--- config.mk ---
export PLATFORM = sky130hd
export DESIGN_NAME = load_switch_channel_protection
export DESIGN_NICKNAME = d
export VERILOG_FILES = /design/src/design/lscp_pkg.sv /design/src/design/load_switch_channel_protection.sv /design/src/design/lscp_cfg_regs.sv /design/src/design/lscp_step.sv
export SDC_FILE = /design/constraint.sdc
export NUM_CORES = 1
export LEC_CHECK = 0
export BUFFER_PORTS_ARGS = -buffer_cell sky130_fd_sc_hd__clkbuf_2
export CAP_MARGIN = 20
export CORE_ASPECT_RATIO = 0.9
export CORE_MARGIN = 2
export CORE_UTILIZATION = 57
export CTS_CLUSTER_DIAMETER = 80
export DETAILED_ROUTE_END_ITERATION = 16
export GPL_TIMING_DRIVEN = 0
export PLACE_DENSITY = 0.86
export SYNTH_ARGS = -nofsm -noshare
export SYNTH_HDL_FRONTEND = slang
export SYNTH_HIERARCHICAL = 1
export SYNTH_SLANG_ARGS = --single-unit
--- constraint.sdc ---
create_clock -name clk -period 5.65 [get_ports clk]
set_clock_uncertainty 0.15 [all_clocks]
set_input_delay 1.13 -clock clk [delete_from_list [all_inputs] [get_ports clk]]
set_output_delay 1.13 -clock clk [all_outputs]
set_load 0.005 [all_outputs]
--- src/design/lscp_pkg.sv ---
`timescale 1ns / 1ps

package lscp_pkg;

    // Block sizing
    localparam int CHANNELS  = 16;
    localparam int TICK_BITS = 16;
    localparam int CH_IDX_W  = (CHANNELS > 1) ? $clog2(CHANNELS) : 1;
    localparam int CMP_W     = (TICK_BITS > 16) ? TICK_BITS : 16;

    // Configuration port
    localparam int CFG_IDX_W  = 3;
    localparam int CFG_DATA_W = 16;

    localparam logic [CFG_IDX_W-1:0] REG_TRIP_DELAY     = 3'd0;
    localparam logic [CFG_IDX_W-1:0] REG_FAULT_TH_HIGH  = 3'd1;
    localparam logic [CFG_IDX_W-1:0] REG_OPEN_TH_HIGH   = 3'd2;
    localparam logic [CFG_IDX_W-1:0] REG_FAULT_TH_LOW   = 3'd3;
    localparam logic [CFG_IDX_W-1:0] REG_OPEN_TH_LOW    = 3'd4;
    localparam logic [CFG_IDX_W-1:0] REG_RESTART_MASK   = 3'd5;

    // Channel modes
    localparam logic [2:0] MODE_OFF   = 3'd0;
    localparam logic [2:0] MODE_ON    = 3'd1;
    localparam logic [2:0] MODE_OC    = 3'd2;
    localparam logic [2:0] MODE_FAULT = 3'd3;
    localparam logic [2:0] MODE_CLEAR = 3'd4;
    localparam logic [2:0] MODE_OPEN  = 3'd5;

    // Actions
    localparam logic [2:0] ACT_NONE  = 3'd0;
    localparam logic [2:0] ACT_ON    = 3'd1;
    localparam logic [2:0] ACT_OFF   = 3'd2;
    localparam logic [2:0] ACT_OC    = 3'd3;
    localparam logic [2:0] ACT_OPEN  = 3'd4;
    localparam logic [2:0] ACT_FAULT = 3'd5;
    localparam logic [2:0] ACT_CLEAR = 3'd6;

    typedef struct packed {
        logic [3:0] channel;
        logic [7:0] current;
        logic       enable_request;
        logic       low_current_class;
        logic [7:0] fuse_limit;
    } sample_t;

    typedef struct packed {
        logic [3:0] channel_out;
        logic [2:0] mode;
        logic [2:0] action;
        logic       drive_on;
        logic       channel_error;
        logic       any_error;
    } result_t;

    typedef struct packed {
        logic [15:0] trip_delay;
        logic [7:0]  fault_threshold_high;
        logic [7:0]  open_threshold_high;
        logic [7:0]  fault_threshold_low;
        logic [7:0]  open_threshold_low;
        logic [15:0] restart_mask;
    } cfg_t;

    typedef struct packed {
        logic [2:0]           mode;
        logic [2:0]           action;
        logic [TICK_BITS-1:0] ticks;
        logic                 err;
    } upd_t;

endpackage

--- src/design/load_switch_channel_protection.sv ---
`timescale 1ns / 1ps

// Channel   | Direction | Handshake            | Word
// ----------+-----------+----------------------+-----------------------------
// sample    | in        | sample_valid / stall | channel, current, enable,
//           |           |                      | class, limit
// result    | out       | result_valid / stall | channel, mode, action, drive,
//           |           |                      | channel error, any error
// cfg       | in        | cfg_valid / ready    | register index, write data
//
// One word per cycle sustained while result_stall stays low. A sample taken
// into the sample register goes through the per-channel compare-and-update
// into the result register, from which its result word leaves.
// Reset loads the register defaults and puts every channel off with its
// tick counter and error bit cleared.
// result_stall holds the result register; sample_stall rises only while both
// the sample register and the result register are full and the result is held.

module load_switch_channel_protection (
    input  logic                               clk,
    input  logic                               rst_n,
    input  logic                               sample_valid,
    output logic                               sample_stall,
    input  lscp_pkg::sample_t                  sample,
    output logic                               result_valid,
    input  logic                               result_stall,
    output lscp_pkg::result_t                  result,
    input  logic                               cfg_valid,
    output logic                               cfg_ready,
    input  logic [lscp_pkg::CFG_IDX_W-1:0]     cfg_index,
    input  logic [lscp_pkg::CFG_DATA_W-1:0]    cfg_data
);
    import lscp_pkg::*;

    cfg_t                 cfg;

    // Sample stage
    logic                 s1_valid_reg;
    sample_t              s1_reg;

    // Per-channel state
    logic [2:0]           mode_reg  [CHANNELS];
    logic [TICK_BITS-1:0] ticks_reg [CHANNELS];
    logic [CHANNELS-1:0]  err_reg;
    logic [CHANNELS-1:0]  err_next;

    // Result stage
    logic                 result_valid_reg;
    result_t              result_reg;
    result_t              result_next;

    logic                 advance;
    logic                 take;
    logic                 commit;
    logic                 in_range;
    logic [CH_IDX_W-1:0]  chan_idx;
    upd_t                 upd;

    // Registers accept a write in any cycle
    assign cfg_ready = 1'b1;

    lscp_cfg_regs u_cfg (
        .clk       (clk),
        .rst_n     (rst_n),
        .cfg_valid (cfg_valid),
        .cfg_index (cfg_index),
        .cfg_data  (cfg_data),
        .cfg       (cfg)
    );

    // The result register frees when empty or being taken this edge
    assign advance      = !result_valid_reg || !result_stall;
    assign sample_stall = s1_valid_reg && !advance;
    assign take         = sample_valid && !sample_stall;
    assign commit       = s1_valid_reg && advance;

    // Channels past the populated count leave state untouched
    assign in_range = int'(s1_reg.channel) < CHANNELS;
    assign chan_idx = CH_IDX_W'(s1_reg.channel);

    lscp_step u_step (
        .cfg       (cfg),
        .item      (s1_reg),
        .cur_mode  (mode_reg[chan_idx]),
        .cur_ticks (ticks_reg[chan_idx]),
        .cur_err   (err_reg[chan_idx]),
        .upd       (upd)
    );

    // any_error reflects the error bits after this word's update
    always_comb
    begin
        err_next = err_reg;
        if (in_range)
        begin
            err_next[chan_idx] = upd.err;
        end
    end

    always_comb
    begin
        result_next.channel_out = s1_reg.channel;
        result_next.any_error   = |err_next;
        if (in_range)
        begin
            result_next.mode          = upd.mode;
            result_next.action        = upd.action;
            result_next.drive_on      = (upd.mode == MODE_ON);
            result_next.channel_error = upd.err;
        end
        else
        begin
            result_next.mode          = MODE_OFF;
            result_next.action        = ACT_NONE;
            result_next.drive_on      = 1'b0;
            result_next.channel_error = 1'b0;
        end
    end

    // Sample register: load on accept, drop once moved on
    always_ff @(posedge clk or negedge rst_n)
    begin
        if (!rst_n)
        begin
            s1_valid_reg <= 1'b0;
        end
        else if (take)
        begin
            s1_valid_reg <= 1'b1;
        end
        else if (commit)
        begin
            s1_valid_reg <= 1'b0;
        end
    end

    always_ff @(posedge clk)
    begin
        if (take)
        begin
            s1_reg <= sample;
        end
    end

    // Channel state: write back on commit, so the next word sees it at once
    always_ff @(posedge clk or negedge rst_n)
    begin
        if (!rst_n)
        begin
            for (int i = 0; i < CHANNELS; i++)
            begin
                mode_reg[i]  <= MODE_OFF;
                ticks_reg[i] <= '0;
            end
            err_reg <= '0;
        end
        else if (commit && in_range)
        begin
            mode_reg[chan_idx]  <= upd.mode;
            ticks_reg[chan_idx] <= upd.ticks;
            err_reg             <= err_next;
        end
    end

    // Result register: hold while stalled
    always_ff @(posedge clk or negedge rst_n)
    begin
        if (!rst_n)
        begin
            result_valid_reg <= 1'b0;
        end
        else if (advance)
        begin
            result_valid_reg <= s1_valid_reg;
        end
    end

    always_ff @(posedge clk)
    begin
        if (commit)
        begin
            result_reg <= result_next;
        end
    end

    assign result_valid = result_valid_reg;
    assign result       = result_reg;

`ifndef SYNTHESIS
    // A set channel error bit must show in the summary flag
    a_err_in_any: assert property (@(posedge clk) disable iff (!rst_n)
        result_valid && result.channel_error |-> result.any_error)
        else $error("channel error without any_error");

    // Overcurrent and fault modes always carry the latched error
    a_trip_latched: assert property (@(posedge clk) disable iff (!rst_n)
        result_valid && (result.mode == MODE_OC || result.mode == MODE_FAULT)
        |-> result.channel_error)
        else $error("trip mode without latched error");

    // Back-pressure only when both stages are full and the result is held
    a_stall_full: assert property (@(posedge clk) disable iff (!rst_n)
        sample_stall |-> s1_valid_reg && result_valid && result_stall)
        else $error("sample stalled with room in the pipeline");
`endif

endmodule

--- src/design/lscp_cfg_regs.sv ---
`timescale 1ns / 1ps

module lscp_cfg_regs (
    input  logic                               clk,
    input  logic                               rst_n,
    input  logic                               cfg_valid,
    input  logic [lscp_pkg::CFG_IDX_W-1:0]     cfg_index,
    input  logic [lscp_pkg::CFG_DATA_W-1:0]    cfg_data,
    output lscp_pkg::cfg_t                     cfg
);
    import lscp_pkg::*;

    cfg_t cfg_reg;

    assign cfg = cfg_reg;

    // Unknown indexes drop the write
    always_ff @(posedge clk or negedge rst_n)
    begin
        if (!rst_n)
        begin
            cfg_reg.trip_delay           <= 16'd10;
            cfg_reg.fault_threshold_high <= 8'd200;
            cfg_reg.open_threshold_high  <= 8'd5;
            cfg_reg.fault_threshold_low  <= 8'd200;
            cfg_reg.open_threshold_low   <= 8'd5;
            cfg_reg.restart_mask         <= 16'd0;
        end
        else if (cfg_valid)
        begin
            unique case (cfg_index)
                REG_TRIP_DELAY:    cfg_reg.trip_delay           <= cfg_data;
                REG_FAULT_TH_HIGH: cfg_reg.fault_threshold_high <= cfg_data[7:0];
                REG_OPEN_TH_HIGH:  cfg_reg.open_threshold_high  <= cfg_data[7:0];
                REG_FAULT_TH_LOW:  cfg_reg.fault_threshold_low  <= cfg_data[7:0];
                REG_OPEN_TH_LOW:   cfg_reg.open_threshold_low   <= cfg_data[7:0];
                REG_RESTART_MASK:  cfg_reg.restart_mask         <= cfg_data;
                default:           cfg_reg <= cfg_reg;
            endcase
        end
    end

endmodule

--- src/design/lscp_step.sv ---
`timescale 1ns / 1ps

module lscp_step (
    input  lscp_pkg::cfg_t                     cfg,
    input  lscp_pkg::sample_t                  item,
    input  logic [2:0]                         cur_mode,
    input  logic [lscp_pkg::TICK_BITS-1:0]     cur_ticks,
    input  logic                               cur_err,
    output lscp_pkg::upd_t                     upd
);
    import lscp_pkg::*;

    localparam logic [TICK_BITS-1:0] TICK_MAX = {TICK_BITS{1'b1}};

    logic [7:0]           fault_th;
    logic [7:0]           open_th;
    logic                 restart;
    logic                 over_fault;
    logic [TICK_BITS-1:0] ticks_inc;
    logic                 trip;

    always_comb
    begin
        fault_th   = item.low_current_class ? cfg.fault_threshold_low
                                            : cfg.fault_threshold_high;
        open_th    = item.low_current_class ? cfg.open_threshold_low
                                            : cfg.open_threshold_high;
        restart    = cfg.restart_mask[item.channel];
        over_fault = item.current > fault_th;
        // saturate at all ones
        ticks_inc  = (cur_ticks == TICK_MAX) ? cur_ticks : cur_ticks + 1'b1;
        trip       = CMP_W'(ticks_inc) > CMP_W'(cfg.trip_delay);
    end

    always_comb
    begin
        upd.mode   = cur_mode;
        upd.action = ACT_NONE;
        upd.ticks  = cur_ticks;
        upd.err    = cur_err;
        unique case (cur_mode)
            MODE_OFF:
            begin
                if (item.enable_request && !cur_err)
                begin
                    upd.mode   = MODE_ON;
                    upd.action = ACT_ON;
                end
                else if (over_fault)
                begin
                    upd.mode   = MODE_FAULT;
                    upd.action = ACT_FAULT;
                    upd.err    = 1'b1;
                end
                else if (item.current > open_th)
                begin
                    upd.mode   = MODE_OPEN;
                    upd.action = ACT_OPEN;
                end
            end
            MODE_ON:
            begin
                if (!item.enable_request)
                begin
                    upd.mode   = MODE_OFF;
                    upd.action = ACT_OFF;
                    upd.ticks  = '0;
                end
                else if (over_fault)
                begin
                    upd.mode   = MODE_FAULT;
                    upd.action = ACT_FAULT;
                    upd.err    = 1'b1;
                end
                else if (item.current > item.fuse_limit)
                begin
                    upd.ticks = ticks_inc;
                    if (trip)
                    begin
                        upd.mode   = MODE_OC;
                        upd.action = ACT_OC;
                        upd.err    = 1'b1;
                    end
                end
            end
            MODE_OC:
            begin
                if (!item.enable_request)
                begin
                    upd.mode   = MODE_OFF;
                    upd.action = ACT_OFF;
                end
                else if (restart)
                begin
                    upd.mode   = MODE_ON;
                    upd.action = ACT_ON;
                end
            end
            MODE_FAULT:
            begin
                if (restart)
                begin
                    upd.mode   = MODE_CLEAR;
                    upd.action = ACT_CLEAR;
                    upd.err    = 1'b0;
                end
            end
            MODE_CLEAR:
            begin
                if (over_fault)
                begin
                    upd.mode   = MODE_FAULT;
                    upd.action = ACT_FAULT;
                    upd.err    = 1'b1;
                end
            end
            MODE_OPEN:
            begin
                if (item.current < open_th)
                begin
                    upd.mode   = MODE_OFF;
                    upd.action = ACT_OFF;
                end
            end
            default:
            begin
                upd.mode = cur_mode;
            end
        endcase
    end

endmodule

# Yosys cells after proc, flatten, opt, wreduce, memory -nomap -nowiden
# Cells that the tools add are included.
[totals] input_bits=46 regBits=421 out_inout_bits=16
[classes] eq_ne=12 order_cmp=9 muxes=47 n_addsub=1 reduce_logical=22 bitwise_logic=1
[op_table] cell="$bwmux W256" count=1
[op_table] cell="$mux W16" count=6
[op_table] cell="$bmux W16 S4" count=1
[op_table] cell="$demux W16 S4" count=1
[op_table] cell="$mux W6" count=10
[op_table] cell="$bwmux W48" count=1
[op_table] cell="$pmux W3 S6" count=2
[op_table] cell="$gt A8 B8 Y1" count=3
[op_table] cell="$mux W23" count=1
[op_table] cell="$mux W22" count=1
[op_table] cell="$add A16 B1 Y16 const B" count=1
[op_table] cell="$bwmux W16" count=1
[op_table] cell="$eq A16 B16 Y1 const B" count=1
[op_table] cell="$gt A16 B16 Y1" count=1
[op_table] cell="$mux W8" count=2
[op_table] cell="$reduce_or A16 Y1" count=1
[op_table] cell="$bmux W3 S4" count=1
[op_table] cell="$demux W3 S4" count=1
[op_table] cell="$eq A3 B2 Y1 const B" count=4
[op_table] cell="$eq A3 B3 Y1 const B" count=4
[op_table] cell="$reduce_and A2 Y1" count=6
[op_table] cell="$mux W1" count=11
[op_table] cell="$eq A3 B1 Y1 const B" count=3
[op_table] cell="$mux W3" count=3
[op_table] cell="other kinds (14)" count=25

# Depth between registers and ports, before layout
[depth] depth_word=14 depth_mapped=22 depth_no_buf=19

# Cells and area by module
# The synthesis kept the hierarchy.
[modules_own_cells] mod="load_switch_channel_protection" n_inst=1 area_each_um2=15907.8 seq_area_each_um2=9108.7 cells_each=932
[modules_own_cells] mod="lscp_cfg_regs" n_inst=1 area_each_um2=2457.4 seq_area_each_um2=1616.6 cells_each=140
[modules_own_cells] mod="lscp_step" n_inst=1 area_each_um2=2356.0 seq_area_each_um2=0.0 cells_each=326

# Worst setup path before layout
# Ideal clock, no wire load.
[synth_path] path_type="register -> register" startpoint="reg s1_reg, in the netlist chan_idx[1]" endpoint="reg result_reg, in the netlist result[0] (data pin)" arrival_ns=5.159 n_path_buf=3 setup_time_ns=0.272 slack_ns=0.069 stages_incl_launch_ff=20 path_cell_list="edfxtp_1 buf_6 buf_2 clkbuf_1 mux4_2 mux4_2 ha_1 a2111oi_0 xnor2_1 ha_1 a21oi_1 nor2_1 a311o_1 a2111oi_0 or4_1 o21ai_0 a211o_1 inv_1 o221ai_1 or4_1"
[synth_rtl] element="start, declared" line="load_switch_channel_protection.sv:39" source="sample_t s1_reg;"
[synth_rtl] element="start signal, assigned" line="load_switch_channel_protection.sv:141" source="s1_reg <= sample;"
[synth_rtl] element="end signal, assigned" line="load_switch_channel_protection.sv:182" source="result_reg <= result_next;"
[synth_rtl] element="end, declared" line="load_switch_channel_protection.sv:49" source="result_t result_reg;"

==> run_results.csv <==
group,metric,value,unit
status,status,"finished, violations left",
status,violations,"negative setup slack",
grt,grt_max_degree,113,
timing,worst_slack,-0.526,ns
logic_synthesis,syn_area_per_cell,14.8,um^2
timing,finalHoldViolations,0,
floorplanning,rows,66,
layout,regArea,10700,um^2
placement,dp_hpwl,34.0,mm
grt,first_global_vias,14400,
timing,tns,-19.62,ns
timing,relSlewSlack,0.392,
timing,rsz0062_at_grt,"yes",
worst_setup_path,crit_arrival,6.30,ns
logic_synthesis,async_reset_ff_frac,0.917,
logic_synthesis,synth_edf_count,35,
logic_synthesis,synth_top_area_cell,"dfrtp_1",
worst_setup_path,criticalPathCategory,"reg2reg",
placement,routabilityCongestion,0.946,
worst_setup_path,startpoint_type,"register",
clocking,clk_latency,0.57,ns
logic_synthesis,synth_area_leaders,"dfrtp_1 (45%), mux2_2 (14%), mux4_2 (9.3%)",
layout,largest_register_ffs,256,
floorplanning,die_y,185,um
floorplanning,io_pins,62,
timing,worst_pin_slew,0.906,ns
clocking,cts_root_buf,"clkbuf_16",
logic_synthesis,post-synth-top-count-cell,"dfrtp_1",
logic_synthesis,netlist_area,20700,um^2
floorplanning,die-area,37900,um^2
clocking,cts_buffers,43,
logic_synthesis,syn_nets,1485,
hold_path,hold_path.class,"reg2reg",
logic_synthesis,synth_top_area_share,0.452,
logic_synthesis,seq_area_frac_synth,0.518,
placement,portBuffers,59,
route,wire_per_inst,27.5,um
clocking,h-tree-depth,2,
clocking,tritoncts,"done",
job,maxCapViolations,0,
route,viasPerCell,6.79,
logic_synthesis,synth-seq-cells,421,
clocking,clk_path_buf_depth,3,
logic_synthesis,ys.flop_type,"dfrtp_1",
floorplanning,fp.dieW,205,um
route,route.final.wire_length,57.7,mm
worst_setup_path,critPathRequiredTime,5.77,ns
layout,nets,1677,
layout,layout-drive-gt1-share,0.431,
timing,fmax,162,MHz
route,drt_iter0_drc,1888,
grt,gr-usage-all-layers,0.293,
pwr,leakage,11.5,nW
layout,n_antenna_cell,0,
timing,fin_crit_sh,1.09,
route,num_vias,14200,
route,drt-pass1-iter-count,9,
placement,post-place-ws,-1.79,ns
logic_synthesis,synth_warnings,6,
pwr,power,8.52,mW
timing,maxSlewViolCount,0,
worst_setup_path,crit_path_max_fanout,7,
logic_synthesis,synthDistinctLibCells,76,
route,drc_errors,0,
clocking,clock_sinks,421,
worst_setup_path,cp-end-kind,"register",
grt,grt_first_pass_wirelength,84.1,mm
layout,num-fill-cells,2235,
pwr,ir_worst_vdd,250,uV
floorplanning,start_util,0.576,
layout,multi_input_area,9590,um^2
logic_synthesis,syn_inst,1398,
layout,utilization,0.673,
grt,antenna_found_initial,1,
timing,finalSetupViolCount,54,
pwr,power.density,351,nW/um^2
layout,syn_to_final_growth,17.0,%
clocking,clk_pin_slew,0.06,ns
grt,gr-total-overflow,0,
timing,min_period,6.18,ns
floorplanning,core,36000,um^2
logic_synthesis,synth.top_cells.by_count,"dfrtp_1 (374), mux2_2 (258), mux2_1 (129), mux4_2 (86), buf_2 (51)",
route,ant_nets,0,
-- logic make-up (layout without fill, tap and decap cells) --
family / Yosys count / in the layout / share of synthesized area
other cells: 1 / 1 / 0.000181
fa+ha+maj: 41 / 41 / 0.0248
simple gates: 178 / 179 / 0.0498
flops: 421 / 421 / 0.518
compound gates: 99 / 99 / 0.0332
buf+inv: 136 / 358 / 0.0335
xor+xnor: 11 / 11 / 0.00465
mux: 511 / 511 / 0.336
-- what timing repair did --
| item | 4_1_cts | 5_1_grt |
|---|---|---|
| endpoints found under the setup margin | 120 | 75 |
| setup buffers | 44 | 32 |
| gates cloned | 4 | 4 |
| pin swaps | 27 | 18 |
| hold buffers | 0 | 0 |
| gates resized for setup | 93 | 49 |
-- per-layer routing --
| layer | global-route usage | vias up | part of all wire |
|---|---|---|---|
| met4 | 0.127 | 0 | 0.055 |
| met1 | 0.393 | 7270 | 0.38 |
| li1 | - | 5661 | - |
| met2 | 0.448 | 993 | 0.46 |
| met3 | 0.0862 | 321 | 0.11 |
| met5 | 0.00529 | - | 0 |
-- power breakdown --
part	internal [mW]	switching, mW
clock network	1.46	1.20
registers	3.44	0.225
logic	1.07	1.13
total	5.97	2.55
-- layout by cell type (no fill, tap or decap), types with 20 or more instances in the layout --
cell,instances
nor2_1,25
mux2i_1,20
clkbuf_2,58
clkbuf_16,45
mux2_2,253
buf_6,31
mux2_1,121
buf_2,48
inv_1,32
dfrtp_1,374
ha_1,38
mux4_2,91
edfxtp_1,35
nand3_1,21
clkbuf_1,39
buf_4,60
a21oi_1,28
nand2_1,37
-- path summary, 6_finish.rpt --
kind / start / endpoint / slack (ns) / cells after the start
min reg2reg: s1_valid_reg$_DFFE_PN0P_ / result_valid$_DFFE_PN0P_ / 0.32 / 1
max: chan_idx[0]$_DFFE_PP_ / result[0]$_DFFE_PP_ / -0.53 / 24
max in group asynchronous: rst_n / ticks_reg[231]$_DFFE_PN0P_ / 3.49 / 3
min: s1_valid_reg$_DFFE_PN0P_ / result_valid$_DFFE_PN0P_ / 0.32 / 1
max reg2reg: chan_idx[0]$_DFFE_PP_ / result[0]$_DFFE_PP_ / -0.53 / 24
min in group asynchronous: rst_n / ticks_reg[176]$_DFFE_PN0P_ / 0.50 / 1
-- final cells by class --
type,count,area share
Timing Repair Buffer,150,0.0515
Buffer,99,0.0279
Tap cell,476,0.0246
Sequential cell,421,0.442
Clock inverter,18,0.00465
Inverter,33,0.00511
Clock buffer,58,0.0484
Multi-Input combinational cell,842,0.396
-- per-stage QoR --
step           instances  area (um^2)  hold WS, ns
2_1_floorplan       1398        20700        0.290
3_3_place_gp        1933        21600        0.307
3_5_place_dp        1938        21700        0.310
4_1_cts             2060        23700        0.322
5_1_grt             2097        24200        0.350
6_report            2097        24200        0.324
-- worst max-delay path, cell delays in order, from the launching register on --
cell       delay, ns
edfxtp_1        0.54
buf_8           0.23
buf_12          0.15
buf_12          0.15
buf_4           0.13
mux4_2          0.34
mux4_2          0.39
nand3_2         0.12
buf_4           0.16
or2_2           0.34
nor3_2          0.27
nand3_1         0.18
o21a_1          0.17
ha_1            0.28
nand4_1         0.11
buf_4           0.16
nor2_1          0.05
a311o_1         0.35
a2111oi_2       0.33
or4_4           0.22
o21ai_1         0.09
a211o_2         0.35
inv_1           0.08
o221ai_1        0.10
or4_4           0.45
No activity file was read; power rests on OpenSTA's default activity.
